===== src/rtl/core/upn_pkg.sv =====
package upn_pkg;

    localparam logic [7:0] CH_SLASH = 8'h2F;
    localparam logic [7:0] CH_DOT   = 8'h2E;
    localparam logic [7:0] CH_PCT   = 8'h25;
    localparam logic [7:0] CH_QM    = 8'h3F;
    localparam logic [7:0] CH_HASH  = 8'h23;
    localparam logic [7:0] CH_PLUS  = 8'h2B;
    localparam logic [7:0] CH_NUL   = 8'h00;
    localparam logic [7:0] CH_CASE  = 8'h20;

    typedef enum logic [1:0] {
        ERR_OK    = 2'd0,
        ERR_ESC   = 2'd1,
        ERR_ROOT  = 2'd2,
        ERR_OVF   = 2'd3
    } t_err;

    typedef enum logic [2:0] {
        PS_USUAL   = 3'd0,
        PS_SLASH   = 3'd1,
        PS_DOT     = 3'd2,
        PS_DOTDOT  = 3'd3,
        PS_QUOTED  = 3'd4,
        PS_QUOTED2 = 3'd5
    } t_pstate;

    typedef enum logic [1:0] {
        PH_FIRST = 2'd0,
        PH_PATH  = 2'd1,
        PH_ARGS  = 2'd2,
        PH_TAIL  = 2'd3
    } t_phase;

    typedef enum logic [1:0] {
        PD_SLASH = 2'd0,
        PD_ARGS  = 2'd1,
        PD_TAIL  = 2'd2,
        PD_FIN   = 2'd3
    } t_pend;

    typedef enum logic [2:0] {
        B_IDLE     = 3'd0,
        B_CLIMB_RD = 3'd1,
        B_CLIMB_CK = 3'd2,
        B_FIN      = 3'd3,
        B_EM_RD    = 3'd4,
        B_EM_CAP   = 3'd5,
        B_OUT      = 3'd6
    } t_bstate;

    typedef struct packed {
        logic [7:0] ch;
        logic       last;
        logic       empty;
        logic       is_slash;
        logic       is_dot;
        logic       is_pct;
        logic       is_qm;
        logic       is_hash;
        logic       is_plus;
        logic       is_digit;
        logic       hex_ok;
        logic [3:0] hex_val;
    } t_item;

endpackage


===== src/rtl/core/upn_front.sv =====
module upn_front (
    input  logic          i_clk,
    input  logic          i_rst_n,
    input  logic          i_valid,
    output logic          o_ready,
    input  logic [7:0]    i_uri_byte,
    input  logic          i_last_byte,
    input  logic          i_empty_path,
    output logic          o_valid,
    input  logic          i_ready,
    output upn_pkg::t_item o_item
);
    import upn_pkg::*;

    logic  r_vld;
    t_item r_item;
    t_item n_item;
    logic [7:0] lc;

    assign o_ready = !r_vld || i_ready;
    assign o_valid = r_vld;
    assign o_item  = r_item;

    always_comb begin
        lc               = i_uri_byte | CH_CASE;
        n_item.ch        = i_uri_byte;
        n_item.last      = i_last_byte;
        n_item.empty     = i_empty_path;
        n_item.is_slash  = (i_uri_byte == CH_SLASH);
        n_item.is_dot    = (i_uri_byte == CH_DOT);
        n_item.is_pct    = (i_uri_byte == CH_PCT);
        n_item.is_qm     = (i_uri_byte == CH_QM);
        n_item.is_hash   = (i_uri_byte == CH_HASH);
        n_item.is_plus   = (i_uri_byte == CH_PLUS);
        n_item.is_digit  = (i_uri_byte >= 8'h30) && (i_uri_byte <= 8'h39);
        n_item.hex_ok    = 1'b0;
        n_item.hex_val   = 4'd0;
        if (n_item.is_digit) begin
            n_item.hex_ok  = 1'b1;
            n_item.hex_val = 4'(i_uri_byte - 8'h30);
        end else if (lc >= 8'h61 && lc <= 8'h66) begin
            n_item.hex_ok  = 1'b1;
            n_item.hex_val = 4'(lc - 8'h57);
        end
    end

    always_ff @(posedge i_clk) begin
        if (!i_rst_n) begin
            r_vld <= 1'b0;
        end else if (o_ready) begin
            r_vld <= i_valid;
        end
    end

    always_ff @(posedge i_clk) begin
        if (o_ready && i_valid) begin
            r_item <= n_item;
        end
    end

endmodule


===== src/rtl/core/upn_queue.sv =====
module upn_queue (
    input  logic           i_clk,
    input  logic           i_rst_n,
    input  logic           i_valid,
    output logic           o_ready,
    input  upn_pkg::t_item i_item,
    output logic           o_valid,
    input  logic           i_pop,
    output upn_pkg::t_item o_item
);
    import upn_pkg::*;

    t_item r_mem [2];
    logic  r_wr;
    logic  r_rd;
    logic [1:0] r_cnt;
    logic  push;
    logic  pop;

    assign o_ready = (r_cnt != 2'd2);
    assign o_valid = (r_cnt != 2'd0);
    assign o_item  = r_mem[r_rd];
    assign push    = i_valid && o_ready;
    assign pop     = i_pop && o_valid;

    always_ff @(posedge i_clk) begin
        if (!i_rst_n) begin
            r_wr  <= 1'b0;
            r_rd  <= 1'b0;
            r_cnt <= 2'd0;
        end else begin
            if (push) r_wr <= !r_wr;
            if (pop)  r_rd <= !r_rd;
            r_cnt <= r_cnt + 2'(push) - 2'(pop);
        end
    end

    always_ff @(posedge i_clk) begin
        if (push) begin
            r_mem[r_wr] <= i_item;
        end
    end

endmodule


===== src/rtl/core/upn_back.sv =====
module upn_back #(
    parameter int URI_MAX    = 256,
    parameter int WORD_BYTES = 8
) (
    input  logic           i_clk,
    input  logic           i_rst_n,
    input  logic           i_valid,
    output logic           o_pop,
    input  upn_pkg::t_item i_item,
    output logic           o_valid,
    input  logic           i_ready,
    output logic [63:0]    o_out_bytes,
    output logic [3:0]     o_out_count,
    output logic           o_last_word,
    output logic [1:0]     o_status,
    output logic [8:0]     o_path_len,
    output logic           o_has_ext,
    output logic [8:0]     o_ext_offset,
    output logic [8:0]     o_ext_len,
    output logic           o_has_args,
    output logic [7:0]     o_args_offset,
    output logic [8:0]     o_args_len,
    output logic           o_plus_seen
);
    import upn_pkg::*;

    localparam int WPW = $clog2(URI_MAX + 1);
    localparam int AW  = $clog2(URI_MAX);
    localparam logic [WPW-1:0] UMAX = WPW'(URI_MAX);
    localparam logic [3:0]     WB   = 4'(WORD_BYTES);

    logic [7:0] r_mem [URI_MAX];
    logic [7:0] r_rdata;

    t_bstate  r_bst,   n_bst;
    logic [WPW-1:0] r_wp, n_wp;
    t_pstate  r_ps,    n_ps;
    t_pstate  r_saved, n_saved;
    logic [3:0] r_hn,  n_hn;
    logic [WPW-1:0] r_extpos, n_extpos;
    logic     r_extv,  n_extv;
    logic [WPW-1:0] r_inpos, n_inpos;
    t_phase   r_phase, n_phase;
    logic [WPW-1:0] r_qs, n_qs;
    logic [WPW-1:0] r_ql, n_ql;
    logic     r_plus,  n_plus;
    t_err     r_err,   n_err;
    logic     r_args,  n_args;
    logic [WPW-1:0] r_p, n_p;
    t_pend    r_pend,  n_pend;
    logic     r_last,  n_last;
    logic [WPW-1:0] r_idx, n_idx;
    logic [3:0] r_cnt, n_cnt;
    logic [63:0] r_word, n_word;

    logic        r_ov,    n_ov;
    logic [63:0] r_obytes, n_obytes;
    logic [3:0]  r_ocount, n_ocount;
    logic        r_olast, n_olast;
    logic [1:0]  r_ostat, n_ostat;
    logic [8:0]  r_olen, n_olen;
    logic        r_oext, n_oext;
    logic [8:0]  r_oextoff, n_oextoff;
    logic [8:0]  r_oextlen, n_oextlen;
    logic        r_oargs, n_oargs;
    logic [7:0]  r_oargoff, n_oargoff;
    logic [8:0]  r_oarglen, n_oarglen;
    logic        r_oplus, n_oplus;

    logic           we;
    logic [7:0]     wdata;
    logic [AW-1:0]  rd_addr;
    logic           pop;

    t_pstate    hs;
    logic       hact;
    logic [7:0] hc;
    logic       c_slash, c_dot, c_qm, c_hash, c_plus;
    logic [7:0] dec;
    logic       put_req, back_req, climb_req, args_req, tail_req;
    logic [7:0] put_ch;
    logic [15:0] qs_w;

    assign o_pop         = pop;
    assign o_valid       = r_ov;
    assign o_out_bytes   = r_obytes;
    assign o_out_count   = r_ocount;
    assign o_last_word   = r_olast;
    assign o_status      = r_ostat;
    assign o_path_len    = r_olen;
    assign o_has_ext     = r_oext;
    assign o_ext_offset  = r_oextoff;
    assign o_ext_len     = r_oextlen;
    assign o_has_args    = r_oargs;
    assign o_args_offset = r_oargoff;
    assign o_args_len    = r_oarglen;
    assign o_plus_seen   = r_oplus;

    always_ff @(posedge i_clk) begin
        if (we) begin
            r_mem[r_wp[AW-1:0]] <= wdata;
        end
        r_rdata <= r_mem[rd_addr];
    end

    always_ff @(posedge i_clk) begin
        if (!i_rst_n) begin
            r_bst   <= B_IDLE;
            r_wp    <= '0;
            r_ps    <= PS_USUAL;
            r_saved <= PS_USUAL;
            r_hn    <= '0;
            r_extpos <= '0;
            r_extv  <= 1'b0;
            r_inpos <= '0;
            r_phase <= PH_FIRST;
            r_qs    <= '0;
            r_ql    <= '0;
            r_plus  <= 1'b0;
            r_err   <= ERR_OK;
            r_args  <= 1'b0;
            r_ov    <= 1'b0;
        end else begin
            r_bst   <= n_bst;
            r_wp    <= n_wp;
            r_ps    <= n_ps;
            r_saved <= n_saved;
            r_hn    <= n_hn;
            r_extpos <= n_extpos;
            r_extv  <= n_extv;
            r_inpos <= n_inpos;
            r_phase <= n_phase;
            r_qs    <= n_qs;
            r_ql    <= n_ql;
            r_plus  <= n_plus;
            r_err   <= n_err;
            r_args  <= n_args;
            r_ov    <= n_ov;
        end
    end

    always_ff @(posedge i_clk) begin
        r_p       <= n_p;
        r_pend    <= n_pend;
        r_last    <= n_last;
        r_idx     <= n_idx;
        r_cnt     <= n_cnt;
        r_word    <= n_word;
        r_obytes  <= n_obytes;
        r_ocount  <= n_ocount;
        r_olast   <= n_olast;
        r_ostat   <= n_ostat;
        r_olen    <= n_olen;
        r_oext    <= n_oext;
        r_oextoff <= n_oextoff;
        r_oextlen <= n_oextlen;
        r_oargs   <= n_oargs;
        r_oargoff <= n_oargoff;
        r_oarglen <= n_oarglen;
        r_oplus   <= n_oplus;
    end

    always_comb begin
        n_bst = r_bst; n_wp = r_wp; n_ps = r_ps; n_saved = r_saved; n_hn = r_hn;
        n_extpos = r_extpos; n_extv = r_extv; n_inpos = r_inpos; n_phase = r_phase;
        n_qs = r_qs; n_ql = r_ql; n_plus = r_plus; n_err = r_err; n_args = r_args;
        n_p = r_p; n_pend = r_pend; n_last = r_last; n_idx = r_idx; n_cnt = r_cnt;
        n_word = r_word; n_ov = r_ov;
        n_obytes = r_obytes; n_ocount = r_ocount; n_olast = r_olast; n_ostat = r_ostat;
        n_olen = r_olen; n_oext = r_oext; n_oextoff = r_oextoff; n_oextlen = r_oextlen;
        n_oargs = r_oargs; n_oargoff = r_oargoff; n_oarglen = r_oarglen;
        n_oplus = r_oplus;
        we = 1'b0; wdata = i_item.ch; rd_addr = r_p[AW-1:0]; pop = 1'b0;
        hs = PS_USUAL; hact = 1'b0; hc = i_item.ch;
        c_slash = 1'b0; c_dot = 1'b0; c_qm = 1'b0; c_hash = 1'b0; c_plus = 1'b0;
        dec = {r_hn, i_item.hex_val};
        put_req = 1'b0; back_req = 1'b0; climb_req = 1'b0; args_req = 1'b0;
        tail_req = 1'b0; put_ch = i_item.ch;
        qs_w = 16'(r_qs);

        unique case (r_bst)
            B_IDLE: begin
                if (i_valid) begin
                    if (r_err != ERR_OK) begin
                        pop = 1'b1;
                        n_last = i_item.last;
                        if (i_item.last) n_bst = B_FIN;
                    end else if (r_inpos >= UMAX) begin
                        pop = 1'b1;
                        n_err = ERR_OVF;
                        n_last = i_item.last;
                        if (i_item.last) n_bst = B_FIN;
                    end else if (r_phase == PH_FIRST && i_item.empty) begin
                        we = 1'b1;
                        wdata = CH_SLASH;
                        n_wp = r_wp + 1'b1;
                        n_phase = PH_PATH;
                    end else begin
                        pop = 1'b1;
                        n_inpos = r_inpos + 1'b1;
                        n_last = i_item.last;
                        n_bst = i_item.last ? B_FIN : B_IDLE;
                        if (r_phase == PH_ARGS) begin
                            if (i_item.is_hash) n_phase = PH_TAIL;
                            else n_ql = r_ql + 1'b1;
                        end else if (r_phase != PH_TAIL) begin
                            n_phase = PH_PATH;
                            if (i_item.is_pct && (r_ps == PS_USUAL || r_ps == PS_SLASH
                                    || r_ps == PS_DOT || r_ps == PS_DOTDOT)) begin
                                n_saved = r_ps;
                                n_ps = PS_QUOTED;
                            end else if (r_ps == PS_QUOTED) begin
                                if (!i_item.hex_ok) n_err = ERR_ESC;
                                else begin
                                    n_hn = i_item.hex_val;
                                    n_ps = PS_QUOTED2;
                                end
                            end else if (r_ps == PS_QUOTED2) begin
                                if (!i_item.hex_ok) n_err = ERR_ESC;
                                else if (i_item.is_digit && (dec == CH_PCT || dec == CH_HASH)) begin
                                    n_ps = PS_USUAL;
                                    put_req = 1'b1;
                                    put_ch = dec;
                                end else if (i_item.is_digit && dec == CH_NUL) begin
                                    n_err = ERR_ESC;
                                end else if (!i_item.is_digit && dec == CH_QM) begin
                                    n_ps = PS_USUAL;
                                    put_req = 1'b1;
                                    put_ch = dec;
                                end else begin
                                    hact = 1'b1;
                                    hs = t_pstate'({1'b0, r_saved[1:0]});
                                    hc = dec;
                                    c_slash = (dec == CH_SLASH);
                                    c_dot = (dec == CH_DOT);
                                    c_plus = (dec == CH_PLUS);
                                end
                            end else begin
                                hact = 1'b1;
                                hs = r_ps;
                                c_slash = i_item.is_slash;
                                c_dot = i_item.is_dot;
                                c_qm = i_item.is_qm;
                                c_hash = i_item.is_hash;
                                c_plus = i_item.is_plus;
                            end
                        end
                        if (hact) begin
                            put_ch = hc;
                            priority case (1'b1)
                                (hs == PS_SLASH): begin
                                    if (c_slash) begin
                                    end else if (c_dot) begin
                                        n_ps = PS_DOT; put_req = 1'b1;
                                    end else if (c_qm) args_req = 1'b1;
                                    else if (c_hash) tail_req = 1'b1;
                                    else begin
                                        n_ps = PS_USUAL; put_req = 1'b1;
                                        if (c_plus) n_plus = 1'b1;
                                    end
                                end
                                (hs == PS_DOT): begin
                                    if (c_slash) begin
                                        n_ps = PS_SLASH; back_req = 1'b1;
                                    end else if (c_dot) begin
                                        n_ps = PS_DOTDOT; put_req = 1'b1;
                                    end else if (c_qm) begin
                                        back_req = 1'b1; args_req = 1'b1;
                                    end else if (c_hash) begin
                                        back_req = 1'b1; tail_req = 1'b1;
                                    end else begin
                                        n_ps = PS_USUAL; put_req = 1'b1;
                                        if (c_plus) n_plus = 1'b1;
                                    end
                                end
                                (hs == PS_DOTDOT): begin
                                    if (c_slash || c_qm || c_hash) begin
                                        climb_req = 1'b1;
                                        n_ps = PS_SLASH;
                                        n_pend = c_qm ? PD_ARGS : (c_hash ? PD_TAIL : PD_SLASH);
                                    end else begin
                                        n_ps = PS_USUAL; put_req = 1'b1;
                                        if (c_plus) n_plus = 1'b1;
                                    end
                                end
                                default: begin
                                    n_ps = PS_USUAL;
                                    if (c_slash) begin
                                        n_extv = 1'b0; n_ps = PS_SLASH; put_req = 1'b1;
                                    end else if (c_qm) args_req = 1'b1;
                                    else if (c_hash) tail_req = 1'b1;
                                    else if (c_dot) begin
                                        put_req = 1'b1;
                                        n_extpos = r_wp + 1'b1;
                                        n_extv = 1'b1;
                                    end else begin
                                        put_req = 1'b1;
                                        if (c_plus) n_plus = 1'b1;
                                    end
                                end
                            endcase
                        end
                        if (put_req) begin
                            if (r_wp >= UMAX) n_err = ERR_OVF;
                            else begin
                                we = 1'b1;
                                wdata = put_ch;
                                n_wp = r_wp + 1'b1;
                            end
                        end
                        if (back_req && r_wp != '0) n_wp = r_wp - 1'b1;
                        if (args_req) begin
                            n_phase = PH_ARGS; n_args = 1'b1;
                            n_qs = r_inpos + 1'b1; n_ql = '0;
                        end
                        if (tail_req) n_phase = PH_TAIL;
                        if (climb_req) begin
                            if (r_wp < WPW'(4)) n_err = ERR_ROOT;
                            else begin
                                n_p = r_wp - WPW'(4);
                                n_bst = B_CLIMB_RD;
                            end
                        end
                    end
                end
            end
            B_CLIMB_RD: begin
                rd_addr = r_p[AW-1:0];
                n_bst = B_CLIMB_CK;
            end
            B_CLIMB_CK: begin
                if (r_rdata == CH_SLASH) begin
                    n_wp = r_p + 1'b1;
                    unique case (r_pend)
                        PD_ARGS: begin
                            n_phase = PH_ARGS; n_args = 1'b1;
                            n_qs = r_inpos; n_ql = '0;
                        end
                        PD_TAIL:  n_phase = PH_TAIL;
                        PD_SLASH: n_ps = PS_SLASH;
                        PD_FIN:   ;
                    endcase
                    if (r_pend == PD_FIN) begin
                        n_idx = '0; n_cnt = '0; n_word = '0; n_bst = B_EM_RD;
                    end else n_bst = r_last ? B_FIN : B_IDLE;
                end else if (r_p == '0) begin
                    n_err = ERR_ROOT;
                    if (r_pend == PD_FIN) begin
                        n_idx = '0; n_cnt = '0; n_word = '0; n_bst = B_EM_RD;
                    end else n_bst = r_last ? B_FIN : B_IDLE;
                end else begin
                    n_p = r_p - 1'b1;
                    n_bst = B_CLIMB_RD;
                end
            end
            B_FIN: begin
                n_idx = '0; n_cnt = '0; n_word = '0;
                n_bst = B_EM_RD;
                if (r_err == ERR_OK && r_phase == PH_PATH) begin
                    if (r_ps == PS_QUOTED || r_ps == PS_QUOTED2) n_err = ERR_ESC;
                    else if (r_ps == PS_DOT) begin
                        if (r_wp != '0) n_wp = r_wp - 1'b1;
                    end else if (r_ps == PS_DOTDOT) begin
                        if (r_wp < WPW'(4)) n_err = ERR_ROOT;
                        else begin
                            n_p = r_wp - WPW'(4);
                            n_pend = PD_FIN;
                            n_bst = B_CLIMB_RD;
                        end
                    end
                end
            end
            B_EM_RD: begin
                if (r_err != ERR_OK) begin
                    n_obytes = '0; n_ocount = '0; n_olast = 1'b1; n_ostat = r_err;
                    n_olen = '0; n_oext = 1'b0; n_oextoff = '0; n_oextlen = '0;
                    n_oargs = 1'b0; n_oargoff = '0; n_oarglen = '0; n_oplus = 1'b0;
                    n_ov = 1'b1; n_bst = B_OUT;
                end else if (r_cnt < WB && r_idx < r_wp) begin
                    rd_addr = r_idx[AW-1:0];
                    n_bst = B_EM_CAP;
                end else begin
                    n_obytes = r_word; n_ocount = r_cnt; n_olast = (r_idx >= r_wp);
                    n_ostat = ERR_OK; n_olen = 9'(r_wp);
                    if (r_extv && r_extpos <= r_wp) begin
                        n_oext = 1'b1; n_oextoff = 9'(r_extpos);
                        n_oextlen = 9'(r_wp - r_extpos);
                    end else begin
                        n_oext = 1'b0; n_oextoff = '0; n_oextlen = '0;
                    end
                    if (r_args) begin
                        n_oargs = 1'b1;
                        n_oargoff = (qs_w > 16'd255) ? 8'd255 : qs_w[7:0];
                        n_oarglen = 9'(r_ql);
                    end else begin
                        n_oargs = 1'b0; n_oargoff = '0; n_oarglen = '0;
                    end
                    n_oplus = r_plus;
                    n_ov = 1'b1; n_bst = B_OUT;
                end
            end
            B_EM_CAP: begin
                n_word[8*r_cnt[2:0] +: 8] = r_rdata;
                n_cnt = r_cnt + 1'b1;
                n_idx = r_idx + 1'b1;
                n_bst = B_EM_RD;
            end
            B_OUT: begin
                if (i_ready) begin
                    n_ov = 1'b0;
                    if (r_olast) begin
                        n_bst = B_IDLE;
                        n_wp = '0; n_ps = PS_USUAL; n_saved = PS_USUAL; n_hn = '0;
                        n_extpos = '0; n_extv = 1'b0; n_inpos = '0; n_phase = PH_FIRST;
                        n_qs = '0; n_ql = '0; n_plus = 1'b0; n_err = ERR_OK; n_args = 1'b0;
                    end else begin
                        n_word = '0; n_cnt = '0; n_bst = B_EM_RD;
                    end
                end
            end
            default: n_bst = B_IDLE;
        endcase
    end

endmodule


===== src/rtl/core/uri_path_normalizer_unit.sv =====
// A byte transfer is registered in the front end and passes the item queue to the back
// end; a "../" walk reads and checks each path store entry visited (store read port).
// Throughput: one byte per cycle between walks, held off while an empty-path lead is
// written or a URI is emitted. Emit: the URI is closed, then each path byte is read and
// captured and each result word is offered, one word held until taken.
// Reset: synchronous active-low i_rst_n clears state, write pointers and flags; the path
// store, walk, emit and output registers are not cleared and are written before read.
module uri_path_normalizer_unit #(
    parameter int URI_MAX    = 256,
    parameter int WORD_BYTES = 8
) (
    input  logic        i_clk,
    input  logic        i_rst_n,
    input  logic        i_valid,
    output logic        o_ready,
    input  logic [7:0]  i_uri_byte,
    input  logic        i_last_byte,
    input  logic        i_empty_path,
    output logic        o_valid,
    input  logic        i_ready,
    output logic [63:0] o_out_bytes,
    output logic [3:0]  o_out_count,
    output logic        o_last_word,
    output logic [1:0]  o_status,
    output logic [8:0]  o_path_len,
    output logic        o_has_ext,
    output logic [8:0]  o_ext_offset,
    output logic [8:0]  o_ext_len,
    output logic        o_has_args,
    output logic [7:0]  o_args_offset,
    output logic [8:0]  o_args_len,
    output logic        o_plus_seen
);
    import upn_pkg::*;

    logic  f_valid;
    logic  f_ready;
    t_item f_item;
    logic  q_valid;
    logic  q_pop;
    t_item q_item;

    upn_front u_front (
        .i_clk       (i_clk),
        .i_rst_n     (i_rst_n),
        .i_valid     (i_valid),
        .o_ready     (o_ready),
        .i_uri_byte  (i_uri_byte),
        .i_last_byte (i_last_byte),
        .i_empty_path(i_empty_path),
        .o_valid     (f_valid),
        .i_ready     (f_ready),
        .o_item      (f_item)
    );

    upn_queue u_queue (
        .i_clk  (i_clk),
        .i_rst_n(i_rst_n),
        .i_valid(f_valid),
        .o_ready(f_ready),
        .i_item (f_item),
        .o_valid(q_valid),
        .i_pop  (q_pop),
        .o_item (q_item)
    );

    upn_back #(
        .URI_MAX   (URI_MAX),
        .WORD_BYTES(WORD_BYTES)
    ) u_back (
        .i_clk        (i_clk),
        .i_rst_n      (i_rst_n),
        .i_valid      (q_valid),
        .o_pop        (q_pop),
        .i_item       (q_item),
        .o_valid      (o_valid),
        .i_ready      (i_ready),
        .o_out_bytes  (o_out_bytes),
        .o_out_count  (o_out_count),
        .o_last_word  (o_last_word),
        .o_status     (o_status),
        .o_path_len   (o_path_len),
        .o_has_ext    (o_has_ext),
        .o_ext_offset (o_ext_offset),
        .o_ext_len    (o_ext_len),
        .o_has_args   (o_has_args),
        .o_args_offset(o_args_offset),
        .o_args_len   (o_args_len),
        .o_plus_seen  (o_plus_seen)
    );

endmodule


===== config.mk =====
export PLATFORM = sky130hd
export DESIGN_NAME = uri_path_normalizer_unit
export DESIGN_NICKNAME = d
export VERILOG_FILES = /design/src/rtl/core/upn_pkg.sv /design/src/rtl/core/upn_front.sv /design/src/rtl/core/upn_queue.sv /design/src/rtl/core/upn_back.sv /design/src/rtl/core/uri_path_normalizer_unit.sv
export SDC_FILE = /design/constraint.sdc
export NUM_CORES = 2
export LEC_CHECK = 0
export BUFFER_PORTS_ARGS = -buffer_cell sky130_fd_sc_hd__buf_4
export CORE_MARGIN = 5
export CORE_UTILIZATION = 37
export CTS_CLUSTER_SIZE = 30
export DETAILED_ROUTE_END_ITERATION = 6
export GPL_TIMING_DRIVEN = 0
export PLACE_DENSITY_LB_ADDON = 0.15
export SETUP_SLACK_MARGIN = 0.4
export SYNTH_ARGS = -nofsm -noshare
export SYNTH_HDL_FRONTEND = slang
export SYNTH_SLANG_ARGS = --single-unit

===== constraint.sdc =====
create_clock -name i_clk -period 23.7 [get_ports i_clk]
set_input_delay 2.37 -clock i_clk [delete_from_list [all_inputs] [get_ports i_clk]]
set_output_delay 2.37 -clock i_clk [all_outputs]
set_load 0.01 [all_outputs]

Yosys cells after proc, flatten, opt, wreduce, memory -nomap -nowiden
Memory sizes are Yosys's and may differ from the RTL's. A register that Yosys moved wholly into a read port is not among the register bits.
Cells that the tools add are included.
{ "word_totals": {"reg_bits": 299, "latchBits": 0, "ramBits": 2092, "rom_bits": 0, "input_bits": 14, "out_inout_bits": 120, "word_cells": 730, "memories": 2} }
{ "mem_list": {"columns": ["memory", "words", "width", "read_ports", "rd_ports_with_merged_regs", "wr", "line", "text"], "rows": [
  ["u_back.r_mem", 256, 8, 1, 1, 1, "upn_back.sv:32", "logic [7:0] r_mem [URI_MAX];"],
  ["u_queue.r_mem", 2, 22, 1, 1, 1, "upn_queue.sv:13", "t_item r_mem [2];"]
]} }
{ "op_classes": {"addsub": 15, "mul": 0, "n_div": 0, "magnitude_cmp": 12, "n_eq_ne": 96, "n_shift": 2, "n_mux": 490, "bitwise_logic": 0, "n_reduce_logical": 64} }
{ "ops": {"columns": ["operator", "n"], "rows": [
  ["$mux 9", 68],
  ["$mux 64", 6],
  ["$mux 8", 32],
  ["$pmux 64 s4", 1],
  ["$mux 1", 219],
  ["$mux 3", 59],
  ["$mux 2", 65],
  ["$pmux 9 s3", 4],
  ["$eq 8x6->1 const B", 13],
  ["$mux 4", 18],
  ["$bwmux 64", 1],
  ["$shift 8x34->64 const A", 1],
  ["$shiftx 8x34->64", 1],
  ["$add 9x1->9 const B", 5],
  ["$ne 2x2->1 const B", 21],
  ["$ne 2x1->1 const B", 20],
  ["$pmux 9 s2", 2],
  ["$pmux 9 s4", 1],
  ["$reduce_and 12->1", 3],
  ["$neg 6->34", 1],
  ["$reduce_and 10->1", 3],
  ["$reduce_and 15->1", 2],
  ["$reduce_and 13->1", 2],
  ["$ne 3x1->1 const B", 7],
  ["60 further kinds", 124]
]} }

Longest topological paths before layout
{ "depth": {"ltp_word": 36, "depth_mapped": 19, "depth_no_buf": 14} }

By module
A second synthesis with hierarchy kept.
{ "unflattened": {"cells_unflattened": 7266, "hier_area_um2": 99963.4} }
{ "by_module_without_submodules": {"columns": ["mod", "instances", "cells_each", "area_each_um2", "seq_area_each_um2"], "rows": [
  ["upn_back", 1, 7108, 97136.9, 69176.3],
  ["upn_queue", 1, 98, 1843.0, 1421.4],
  ["upn_front", 1, 60, 983.4, 680.7]
]} }

Least setup slack after synthesis
No wires, ideal clock.
{ "synth_path": {"path_kind": "flip-flop to flip-flop", "from": "register with a tool-made name", "to": "memory u_back.r_mem[0][5] (data pin)", "setup_time_ps": 1658, "arrival_ps": 9810, "required_ps": 22042, "slack_ps": 12232, "path_stages_with_launch": 11, "path_buffers": 0, "period_less_slack_ps": 11468, "path_cell_list": "dfxtp_1 -> mux2_2 -> a21oi_4 -> nand4_1 -> o32ai_1 -> nand4_1 -> a31o_2 -> a21oi_4 -> nand3_1 -> a22oi_1 -> a2bb2oi_1"} }
{ "synth_lines": {"columns": ["element", "line"], "rows": [
  ["to (decl)", "upn_back.sv:32"]
]} }

Worst setup path after layout
{ "layout_path": {"from": "register u_back.r_wp[5]", "to": "register u_back.r_rdata[2] (read register of u_back.r_mem)"} }
{ "layout_between": {"elab_chain_len": 5} }
{ "layout_lines": {"columns": ["element", "line", "text"], "rows": [
  ["from (decl)", "upn_back.sv:36", "logic [WPW-1:0] r_wp, n_wp;"],
  ["from (signal assigned)", "upn_back.sv:125", "r_wp <= n_wp;"],
  ["$lt 9x9->1", "upn_back.sv:379", "end else if (r_cnt < WB && r_idx < r_wp) begin"],
  ["$logic_and 1x1->1", "upn_back.sv:379", null],
  ["$mux 8", "upn_back.sv:379", null],
  ["$mux 8", "upn_back.sv:374", "if (r_err != ERR_OK) begin"],
  ["$mux 8", "upn_back.sv:181", "unique case (r_bst)"],
  ["to (decl)", "upn_back.sv:33", "logic [7:0] r_rdata;"]
]} }
No other way between the ends.
A chain may end at the register's enable or synchronous reset.

==> impl_metrics.env <==
export IMPL_status="finished, violations left"
export IMPL_violations="max-capacitance violations, max-slew violations"
export IMPL_synth_top_cells_by_area="edfxtp_1 70%, mux2i_1 4.7%, nand2_1 3.9%, nor2_1 1.9%, dfxtp_1 1.6%"
export IMPL_min_path_cells=0
export IMPL_yosys_warnings=0
export IMPL_fin_setup_tns_ps=0
export IMPL_drt_iter0_drc=13231
export IMPL_routed_via_count=73588
export IMPL_slowest_delay_ps=1050
export IMPL_r2r_end="u_back.r_rdata[2]"
export IMPL_post_drt_wl_per_cell_um=42.6
export IMPL_hold_path_class="reg2reg"
export IMPL_arrival_ps=10620
export IMPL_die_area_um2=278000
export IMPL_max_freq_mhz=101
export IMPL_grt_pass1_vias=66463
export IMPL_p_per_area_nw_per_um2=118
export IMPL_tightest_slew_ps=1740
export IMPL_cap_violations=39
export IMPL_fp_coreArea_um2=267000
export IMPL_cts_sinks=2400
export IMPL_final_hold_violation_count=0
export IMPL_grt_max_degree=82
export IMPL_clock_skew_ps=64.5
export IMPL_ys_seq_area_frac=0.719
export IMPL_vias_per_cell=6.38
export IMPL_overflow=0
export IMPL_synth_edff_count=2321
export IMPL_antenna_found_initial=62
export IMPL_syn_inst=7175
export IMPL_required_ps=24390
export IMPL_dr_pass1_iters=7
export IMPL_endpoint="u_back.r_rdata[2]"
export IMPL_setup_viol=0
export IMPL_place_area_um2=107000
export IMPL_routed_wirelength_mm=492
export IMPL_slew_violations=302
export IMPL_clk_pin_slew_ps=60
export IMPL_yosysUniqueCellTypes=96
export IMPL_port_buffers=133
export IMPL_ys_async_sr_fraction=0
export IMPL_io_pin_count=134
export IMPL_yosysTopAreaCell="edfxtp_1"
export IMPL_fp_dieH_um=528
export IMPL_synth_avg_cell_area_um2=13.8
export IMPL_path_max_fanout=10
export IMPL_post_cts_setup_buffers=0
export IMPL_ff2ff_path_depth=17
export IMPL_cts_max_path_buffers=4
export IMPL_worstPathCellList="buf_1 -> clkinv_1 -> ha_1 -> a211oi_2 -> o21ai_2 -> or3_4 -> buf_6 -> o21ai_4 -> clkbuf_1 -> o211ai_1 -> buf_2 -> buf_1 -> o22ai_1 -> o21ai_0 -> o211ai_1 -> nand3_1 -> a32oi_1"
export IMPL_p_leak_nw=38.9
export IMPL_h_tree_depth=5
export IMPL_crit_type="reg2reg"
export IMPL_cts_resized=0
export IMPL_crit_family="compound AO/OA/AOI/OAI gates"
export IMPL_drcViolationCount=0
export IMPL_finalPower_w=0.0137
export IMPL_synth_top_cell_area_share=0.703
export IMPL_synth_area_um2=99100
export IMPL_grt_pass1_wl_mm=636
export IMPL_ys_flop_type="edfxtp_1"
export IMPL_reg2reg_from="u_back.r_wp[5]"
export IMPL_ant_nets=0
export IMPL_area_growth_pct=17.0
export IMPL_cts_buffers=278
export IMPL_endpoint_kind="flip-flop"
export IMPL_gp_congestion=1.08
export IMPL_insertion_delay_ps=940
export IMPL_drive_gt1_frac=0.129
export IMPL_num_nets_final=7785
export IMPL_period_minus_slack_ps=9930
export IMPL_rsz0062_at_grt="false"
export IMPL_cts_tree="built"
export IMPL_rows=190
export IMPL_fin_crit_sh=0.419
export IMPL_syn_num_nets=7239
export IMPL_dp_hpwl_mm=343
export IMPL_cts_root_buf="clkbuf_16"
export IMPL_die_x_um=528
export IMPL_gr_usage_all_layers=0.342
export IMPL_cp_startpoint="u_back.r_wp[5]"
export IMPL_start_util=0.371
export IMPL_startpoint_type="flip-flop"
export IMPL_r2r_setup_slack_ps=13770
export IMPL_postCtsHoldBufs=0
export IMPL_crit_buf_inv=6
export IMPL_maxSlewHeadroom=-0.159
export IMPL_vdd_ir_drop_max_v=0.0000923
export IMPL_ys_ff_latch=2400
export IMPL_stdcell_area_um2=116000
export IMPL_crit_slowest_cell="a32oi_1"
export IMPL_cp_depth=17
[synth_stat cells (49+ instances only)]
| cell | instances |
|---|---|
| o21ai_0 | 128 |
| inv_1 | 58 |
| ha_1 | 49 |
| clkbuf_1 | 222 |
| and3_1 | 160 |
| nand3_1 | 313 |
| dfxtp_1 | 79 |
| edfxtp_1 | 2321 |
| nand2_1 | 1018 |
| nand4_1 | 56 |
| buf_2 | 181 |
| a32oi_1 | 54 |
| a21oi_1 | 269 |
| nor3_1 | 87 |
| a31oi_1 | 128 |
| and2_1 | 81 |
| nor2_1 | 489 |
| mux2i_1 | 470 |
| a211oi_1 | 183 |
| o22ai_1 | 169 |
| nor4_1 | 72 |
[worst min-delay path by stage]
stage	startpoint	slack, ps	endpoint
3_3_place_gp	u_front.o_item[8]	430	u_queue.r_mem[0][8]
5_1_grt	u_front.o_item[8]	460	u_queue.r_mem[1][8]
4_1_cts	u_front.o_item[19]	440	u_queue.r_mem[1][19]
3_5_place_dp	u_front.o_item[19]	430	u_queue.r_mem[0][19]
2_1_floorplan	u_front.o_item[0]	420	u_queue.r_mem[0][0]
6_report	u_front.o_item[20]	440	u_queue.r_mem[1][20]
[logic make-up after synthesis]
kind of cell / count (synthesis) / synth area share
XOR/XNOR: 54 / 0.00477
adder cells (fa/ha/maj): 50 / 0.00639
AND/OR/NAND/NOR: 2396 / 0.111
flip-flops: 2400 / 0.719
multiplexers: 481 / 0.0487
AO/OA/AOI/OAI: 1264 / 0.0866
buffers and inverters: 530 / 0.0238
[flip-flops by register name (all words and copies together), names as in the netlist, 3 cells and up, named ones only]
name                  cells
u_back.o_args_len         9
u_back.o_args_offset      8
u_back.o_ext_len          9
u_back.o_ext_offset       9
u_back.o_out_bytes       64
u_back.o_out_count        4
u_back.o_path_len         9
u_back.r_bst              3
u_back.r_cnt              4
u_back.r_extpos           9
u_back.r_hn               4
u_back.r_idx              9
u_back.r_inpos            9
u_back.r_mem           2048
u_back.r_p                9
u_back.r_ps               3
u_back.r_ql               9
u_back.r_qs               9
u_back.r_rdata            8
u_back.r_word            64
u_back.r_wp               9
u_front.o_item           22
u_queue.r_mem            44
[layer usage]
| layer | GRT usage | part of all wire |
|---|---|---|
| met1 | 0.432 | 0.37 |
| met2 | 0.490 | 0.42 |
| met3 | 0.121 | 0.13 |
| met5 | 0 | 0.00015 |
| met4 | 0.239 | 0.085 |
[final cells by class]
| class | instances | area, um^2 |
|---|---|---|
| Antenna cell | 56 | 140 |
| Buffer | 468 | 2180 |
| Clock buffer | 345 | 7280 |
| Clock inverter | 141 | 1330 |
| Fill cell | 24330 | 151000 |
| Inverter | 62 | 235 |
| Multi-Input combinational cell | 4245 | 25900 |
| Sequential cell | 2400 | 71300 |
| Tap cell | 3552 | 4440 |
| Timing Repair Buffer | 266 | 3260 |
[cells in the final DEF, fill, tap and decap left out, drive strengths merged, types with 73 or more instances in the layout]
master / count
a211oi: 185
and3: 160
buf: 508
and2: 81
dfxtp: 79
clkinv: 111
o21ai: 137
mux2i: 471
nand2: 1022
nand3: 324
a21oi: 271
edfxtp: 2321
a31oi: 129
o22ai: 169
nor3: 92
clkbuf: 569
nor2: 493
nor4: 73
[metrics by stage]
| stage | setup slack, ps | hold slack, ps | utilization | cells |
|---|---|---|---|---|
| floorplan | 12230 | 421 | - | 7175 |
| CTS | 14270 | 439 | 0.433 | 11474 |
| finish | 13770 | 436 | 0.434 | 11535 |
| global placement | 145 | 426 | 0.391 | 10860 |
| global route | 14190 | 463 | 0.433 | 11482 |
| detailed placement | 14310 | 432 | 0.401 | 10988 |
[where the power goes]
group	switching (W)	leakage (nW)	internal [W]
Combinational	0.00288	13.1	0.000945
Sequential	0.0000478	21.6	0.00563
Clock	0.00183	4.20	0.00236
[worst reg2reg max path: stages (launching register included)]
cell	delay [ps]
dfxtp_1	490
buf_1	450
clkinv_1	480
ha_1	350
a211oi_2	240
o21ai_2	140
or3_4	450
buf_6	200
o21ai_4	580
clkbuf_1	950
o211ai_1	360
buf_2	360
buf_1	510
o22ai_1	830
o21ai_0	700
o211ai_1	770
nand3_1	820
a32oi_1	1060
No activity file was read; power rests on OpenSTA's default activity.
